### src/rtl/assert_macros.svh
// assertion macros shared by the rtl files
// depends on nothing
`ifndef ASSERT_MACROS_SVH
`define ASSERT_MACROS_SVH
// implication checked at every clock edge outside reset
`define ASSERT_IMPL(label, clk, rst_n, ante, cons) \
	label: assert property (@(posedge clk) disable iff (!rst_n) (ante) |-> (cons)) \
	else $error("assertion failed");
// next-cycle implication
`define ASSERT_NEXT(label, clk, rst_n, ante, cons) \
	label: assert property (@(posedge clk) disable iff (!rst_n) (ante) |=> (cons)) \
	else $error("assertion failed");
`endif

### src/rtl/cnh_pkg.sv
// types and constants of the coordination number histogram
// depends on nothing
`default_nettype none
package cnh_pkg;
	localparam int NUM_SPECIES = 8;
	localparam int MAX_CN = 32;
	localparam int COUNT_BITS = 24;
	localparam int NBINS = MAX_CN + 1;
	localparam int SP_W = $clog2(NUM_SPECIES) > 0 ? $clog2(NUM_SPECIES) : 1;
	localparam int PAIR_W = 2 * SP_W;
	localparam int NPAIRS = NUM_SPECIES * NUM_SPECIES;
	localparam int BIN_W = $clog2(NBINS);
	localparam int ADDR_W = PAIR_W + BIN_W;
	localparam int DEPTH = NPAIRS * (1 << BIN_W);
	localparam int CLR_W = ADDR_W + 1;
	localparam int CNT_W = 30;
	localparam int SUM_W = COUNT_BITS + PAIR_W + 1;

	localparam logic [1:0] MODE_REC = 2'd0;
	localparam logic [1:0] MODE_QUERY = 2'd1;
	localparam logic [1:0] MODE_CLEAR = 2'd2;

	typedef struct packed {
		logic load;       // capture input transaction
		logic tally;      // add record to tallies
		logic fin_rd;     // read bin for current finish species
		logic fin_wr;     // write incremented bin
		logic fin_next;   // advance finish species
		logic tally_clr;  // zero tallies
		logic q_rd;       // issue query read for current pair
		logic q_acc;      // accumulate read data
		logic q_next;     // advance query pair
		logic q_done;     // present result
		logic clr_step;   // clear one entry
		logic clr_start;  // begin clearing pass
	} cnh_cmd_t;

	typedef struct packed {
		logic [1:0] mode;
		logic last;
		logic cen_ok;
		logic fin_last;   // current finish species is the final one
		logic q_last;     // current query pair is the final one
		logic clr_last;
	} cnh_sts_t;
endpackage
`default_nettype wire

### src/rtl/cnh_ctrl.sv
// controller state machine sequencing records, atom finish, queries and clearing
// depends on cnh_pkg and assert_macros.svh
`default_nettype none
`include "assert_macros.svh"
module cnh_ctrl import cnh_pkg::*; (
	input  wire logic clk,
	input  wire logic arst_n,
	input  wire logic start,
	input  wire cnh_sts_t sts,
	output cnh_cmd_t cmd,
	output logic busy,
	output logic done
);
	typedef enum logic [7:0] {
		S_IDLE  = 8'b0000_0001,
		S_DEC   = 8'b0000_0010,
		S_FRD   = 8'b0000_0100,
		S_FWR   = 8'b0000_1000,
		S_QRD   = 8'b0001_0000,
		S_QACC  = 8'b0010_0000,
		S_QOUT  = 8'b0100_0000,
		S_CLR   = 8'b1000_0000
	} state_t;
	state_t state_q, state_d;

	always_comb begin
		cmd = '0;
		state_d = state_q;
		busy = state_q != S_IDLE;
		unique case (state_q)
			S_IDLE: if (start) begin
				cmd.load = 1'b1;
				state_d = S_DEC;
			end
			S_DEC: begin
				case (sts.mode)
					MODE_REC: begin
						cmd.tally = 1'b1;
						if (sts.last && sts.cen_ok) state_d = S_FRD;
						else begin
							cmd.tally_clr = sts.last;
							state_d = S_IDLE;
						end
					end
					MODE_QUERY: state_d = S_QRD;
					MODE_CLEAR: begin
						cmd.clr_start = 1'b1;
						state_d = S_CLR;
					end
					default: state_d = S_IDLE;
				endcase
			end
			S_FRD: begin
				cmd.fin_rd = 1'b1;
				state_d = S_FWR;
			end
			S_FWR: begin
				cmd.fin_wr = 1'b1;
				if (sts.fin_last) begin
					cmd.tally_clr = 1'b1;
					state_d = S_IDLE;
				end else begin
					cmd.fin_next = 1'b1;
					state_d = S_FRD;
				end
			end
			S_QRD: begin
				cmd.q_rd = 1'b1;
				state_d = S_QACC;
			end
			S_QACC: begin
				cmd.q_acc = 1'b1;
				if (sts.q_last) begin
					state_d = S_QOUT;
				end else begin
					cmd.q_next = 1'b1;
					state_d = S_QRD;
				end
			end
			S_QOUT: begin
				cmd.q_done = 1'b1;
				state_d = S_IDLE;
			end
			S_CLR: begin
				cmd.clr_step = 1'b1;
				if (sts.clr_last) state_d = S_IDLE;
			end
			default: state_d = S_IDLE;
		endcase
	end

	always_ff @(posedge clk or negedge arst_n) begin
		if (!arst_n) begin
			state_q <= S_CLR;
			done <= 1'b0;
		end else begin
			state_q <= state_d;
			done <= cmd.q_done;
		end
	end

	`ASSERT_IMPL(a_no_load_busy, clk, arst_n, cmd.load, state_q == S_IDLE)
	`ASSERT_NEXT(a_done_after_out, clk, arst_n, state_q == S_QOUT, done)
	`ASSERT_IMPL(a_done_idle, clk, arst_n, done, state_q == S_IDLE)
endmodule
`default_nettype wire

### config.mk
export PLATFORM = sky130hd
export DESIGN_NAME = cnh_ctrl
export DESIGN_NICKNAME = d
export VERILOG_FILES = /design/src/rtl/cnh_pkg.sv /design/src/rtl/cnh_ctrl.sv
export VERILOG_INCLUDE_DIRS = /design/src /design/src/rtl
export SDC_FILE = /design/constraint.sdc
export NUM_CORES = 1
export LEC_CHECK = 0
export BUFFER_PORTS_ARGS = -buffer_cell sky130_fd_sc_hd__buf_2
export CAP_MARGIN = 20
export CORE_MARGIN = 3
export CORE_UTILIZATION = 46
export DETAILED_ROUTE_END_ITERATION = 12
export HOLD_SLACK_MARGIN = 0.06
export PLACE_DENSITY = 0.79
export SETUP_SLACK_MARGIN = 0.5
export SLEW_MARGIN = 20
export SYNTH_ARGS = -nofsm -noshare
export SYNTH_HDL_FRONTEND = slang
export SYNTH_SLANG_ARGS = --single-unit
### constraint.sdc
create_clock -name clk -period 1.8 [get_ports clk]
set_input_delay 0.27 -clock clk [delete_from_list [all_inputs] [get_ports clk]]
set_output_delay 0.27 -clock clk [all_outputs]
set_load 0.03 [all_outputs]
==> summary.txt, run 1 <==
Synthesis
  • Area leader, netlist: dfrtp_1
  • Synthesized instance count: 65
  • Netlist area before placement: a little over 600 sq um
  • Syn_area_per_cell: 9.57 sq um
  • Post-synthesis async set-or-reset flop share: 1.00
  • Post-synth top area share: 0.322
  • Seq cells post-synth: 9
  • Top_reg_cell synth: dfrtp_1
  • Syn nets: 79
  • Top-count cell post-synth: dfrtp_1
  • Synth top area cells: dfrtp_1, ha_1, nor3b_1, dfstp_2, nor2b_1
  • Cell variety after synth: 33
  • Top post-synthesis cells by count: dfrtp_1, nand2_1, nor3b_1
  • Sequential area share after synthesis: 0.364
  • EDFF count, synth: 0
  • Synth warn: 0

Clock tree
  • CTS buffer count: 3
  • CTS Sinks: 9
  • # resized after CTS: 42
  • CTS root buffer: clkbuf_4
  • H-tree levels: 1
  • CTS Hold Bufs: 1
  • # Post-CTS Setup Buffers: 13
  • Clock Path Buffers: 2

Outcome
  • Error msg: [ERROR DPL-0033] detailed placement checks failed during check placement.
  • Halt Stage: clock tree synthesis (4_1_cts)
  • Status: did not finish

Floorplanning
  • Row cnt: 12
  • Die Y: ~43 um
  • Die W: 42.8 um
  • Initial core utilization: 0.524
  • Num ports: 24

Placed design
  • Post-placement cell area: 870 sq um
  • Placed Cells: 108
  • Post-DP HPWL: 1330 um
  • Number of port buffers: 23
  • Final GP Congestion: 0.756
per-stage QoR:
step           setup WS, ps  hold WS [ps]
2_1_floorplan          71.6         -25.6
3_3_place_gp          -26.0           127
3_5_place_dp          -50.9           128
cell families after synthesis:
family,share of synthesized area
fa+ha+maj,0.0805
xor+xnor,0.0282
compound gates,0.0926
flops,0.364
buf+inv,0.0382
simple gates,0.396
==> run 2, diff against run 1 <==
--- a/config.mk
+++ b/config.mk
@@ -8,12 +8,10 @@
 export LEC_CHECK = 0
 export BUFFER_PORTS_ARGS = -buffer_cell sky130_fd_sc_hd__buf_2
 export CAP_MARGIN = 20
-export CORE_MARGIN = 3
-export CORE_UTILIZATION = 46
+export CORE_AREA = 3 3 64 66
 export DETAILED_ROUTE_END_ITERATION = 12
-export HOLD_SLACK_MARGIN = 0.06
-export PLACE_DENSITY = 0.79
-export SETUP_SLACK_MARGIN = 0.5
+export DIE_AREA = 0 0 67 69
+export PLACE_DENSITY_LB_ADDON = 0.15
 export SLEW_MARGIN = 20
 export SYNTH_ARGS = -nofsm -noshare
 export SYNTH_HDL_FRONTEND = slang
==> run 2 against run 1 <==
The flow now finishes, with violations (setup timing); area after synthesis is the same; synthesized cell count is the same.
==> summary.txt, run 2 <==
Worst hold path
  • Hold WC Path Type: in2reg
  • Hold_sp: sts[1]

Worst setup path
  • Critical path type: reg2out
  • Worst-path cell chain: or4_4 -> nor3_1 -> buf_4 -> and3_2 -> buf_4
  • CP delay by family, top: simple AND/OR/NAND/NOR gates
  • Crit path DAT: around 1800 ps
  • R2R Path Start: state_q[7]$_DFFE_PN1P_
  • CP peak stage delay: 550 ps
  • Worst setup SP type: register
  • CP Max Fanout: 4
  • WP data required: 1530 ps
  • CP max-delay cell: or4_4
  • Setup crit start: state_q[6]$_DFFE_PN0P_
  • Most used cell, CP: buf_4
  • Worst Path Buf+Inv: 2
  • Setup crit end kind: primary output

Synthesis
  • Post-synthesis async set-or-reset flop share: 1.00
  • Top-count cell post-synth: dfrtp_1
  • Seq cells post-synth: 9
  • Syn_area_per_cell: 9.57 sq um
  • Top_reg_cell synth: dfrtp_1
  • Synthesized instance count: 65
  • Area leader, netlist: dfrtp_1
  • Netlist area before placement: 622 sq um
  • EDFF count, synth: 0
  • Synth top area cells: dfrtp_1, ha_1, nor3b_1, dfstp_2, nor2b_1
  • Sequential area share after synthesis: 0.364
  • Syn nets: 79
  • Synth warn: 0
  • Cell variety after synth: 33
  • Post-synth top area share: 0.322
  • Top post-synthesis cells by count: dfrtp_1, nand2_1, nor3b_1

Clock tree
  • Worst-skew pair later-pin latency: between 200 and 250 ps
  • CTS Sinks: 9
  • CTS root buffer: clkbuf_8
  • Clock Path Buffers: 2
  • CTS buffer count: 3
  • H-tree levels: 1
  • Reg clk slew, reported paths: 40 ps
  • CTS tree: built

STA
  • Rel. slew slack: 0.805
  • Final Hold Vio Count: 0
  • Setup_tns: -1670 ps
  • Final setup vio count: 13
  • Slew @ Worst Pin: 289 ps
  • Top achievable clock speed: 491 MHz
  • Period minus WS final: 2040 ps
  • Final WS setup: -238 ps
  • Max Clock Skew: around 7.3 ps
  • Period utilization: 1.13
  • Final Max Tran Viols: 0
  • RSZ-0062 raised after global routing: yes

Global routing
  • Initial antenna violation count: 0
  • Vias in the first global route: 713
  • Total grt overflow: 0
  • Total track usage: 0.0935
  • Global-route wire length before repair: 3310 um
  • Largest net degree at the start of global routing: 10

Floorplanning
  • Num ports: 24
  • Row cnt: 22
  • Die ar.: between 0.004 and 0.005 sq mm
  • Core Region: 0.00363 sq mm
  • Die W: approximately 67 um
  • Die Y: 69 um
  • Initial core utilization: 0.171

Drt
  • Drt via density: 4.07
  • Met1 wire length: 834 um
  • DR WL met3: 77 um
  • Drt pass-1 iters: 4
  • WL/cell: roughly 12 um
  • Highest routed layer: met4
  • Metal2 WL: 979 um
  • Post-route DRC: 0
  • ANT nets after route: 0
  • WL final: 1920 um
  • Via count: roughly 670
  • 1st-iter DRT viols: 26

Power and ir drop
  • Switching portion of total power: 0.364
  • Leakage: 0.575 nW
  • P_sw: 0.389 mW
  • Pwr Total: 1.07 mW
  • PD cells: 893 mW/mm^2
  • Peak supply drop: 286 uV
  • Clock power frac: 0.227
  • Seq pwr share: 0.245
  • Comb pwr share: 0.528
  • Internal: 0.682 mW

Layout
  • Top flop regs: state_q x8, done x1
  • Register area: 228 sq um
  • Area of the multi-input gates: 460 sq um
  • Final nets: 132
  • Fin area: 0.00120 sq mm
  • Biggest register: state_q
  • Share of cells above drive strength 1: 0.650
  • Fillers: 390
  • Antenna Cells: 0
  • Commonest non-fill, non-tap cells in the layout: buf_4, buf_6, buf_2
  • Area grow syn2layout: 92.8%
  • Commonest non-fill, non-tap cell in the layout: buf_4
  • Max FFs per register: 8
  • Util after Layout: 0.330

Placed design
  • Final GP Congestion: roughly 0.76
  • Post-DP HPWL: 1440 um
  • Post-placement cell area: roughly 940 sq um
  • Number of port buffers: 23

Flow run
  • Max Cap Viol: 0

Outcome
  • Failing checks: setup timing
  • Status: finished with violations
==> run 2: cell counts after synthesis <==
Identical to the previous run, type by type.
==> run 2: what timing repair did <==
| action | CTS | global route |
|---|---|---|
| endpoints found under the setup margin | 13 | 14 |
| hold buffers | 1 | 0 |
| endpoints found under the hold margin | 8 | 0 |
| pin swaps | 4 | 8 |
| gates resized for setup | 34 | 8 |
| buffers inserted | 5 | 4 |
==> run 2: cells by family after synthesis <==
| logic type | Yosys count | synth area share |
|---|---|---|
| DFF | 9 | 0.364 |
| adders and majority gates | 4 | 0.0805 |
| buffers and inverters | 5 | 0.0382 |
| and+or+nand+nor | 37 | 0.396 |
| AOI/OAI and AO/OA | 8 | 0.0926 |
| xor gates and xnor gates | 2 | 0.0282 |
==> run 2: layout make-up <==
type | instances | share of cell area
clock buffers | 4 | 0.0376
inverters | 3 | 0.00939
multi-input cells | 51 | 0.384
flip-flops and latches | 9 | 0.190
well taps | 48 | 0.0501
repair buffers | 50 | 0.329
==> run 2: through the flow <==
stage / cells / hold slack [ps] / worst slack (ps)
floorplan: 65 / -25.6 / 10.4
global placement: 151 / 153 / -51.6
detailed placement: 151 / 153 / -72.3
CTS: 161 / 275 / -257
global route: 165 / 298 / -333
finish: 165 / 286 / -238
==> run 2: worst paths after layout <==
path	to	slack, ps	cells past startpoint
max in group asynchronous	state_q[7]$_DFFE_PN1P_	1100	2
min in group asynchronous	state_q[5]$_DFFE_PN0P_	430	2
worst min register to register	state_q[5]$_DFFE_PN0P_	630	2
worst min-delay path	state_q[4]$_DFFE_PN0P_	290	2
worst max register to register	state_q[2]$_DFFE_PN0P_	-60	9
worst max-delay path	cmd[11]	-240	5
==> run 2: routing by layer <==
| metal | track usage | up-vias |
|---|---|---|
| li1 | - | 335 |
| met1 | 0.113 | 316 |
| met2 | 0.157 | 16 |
| met3 | 0.0261 | 4 |
| met4 | 0.0270 | 0 |
| met5 | 0 | - |
==> run 2: power by group through the flow <==
stage / Combinational [mW] / Clock (mW) / Sequential, mW
2_1_floorplan: 0.256 / 0 / 0.251
4_1_cts: 0.536 / 0.252 / 0.256
5_1_grt: 0.620 / 0.266 / 0.267
3_5_place_dp: 0.439 / 0 / 0.252
3_3_place_gp: 0.443 / 0 / 0.251
6_report: 0.566 / 0.243 / 0.262
(Power assumes the default switching activity.)
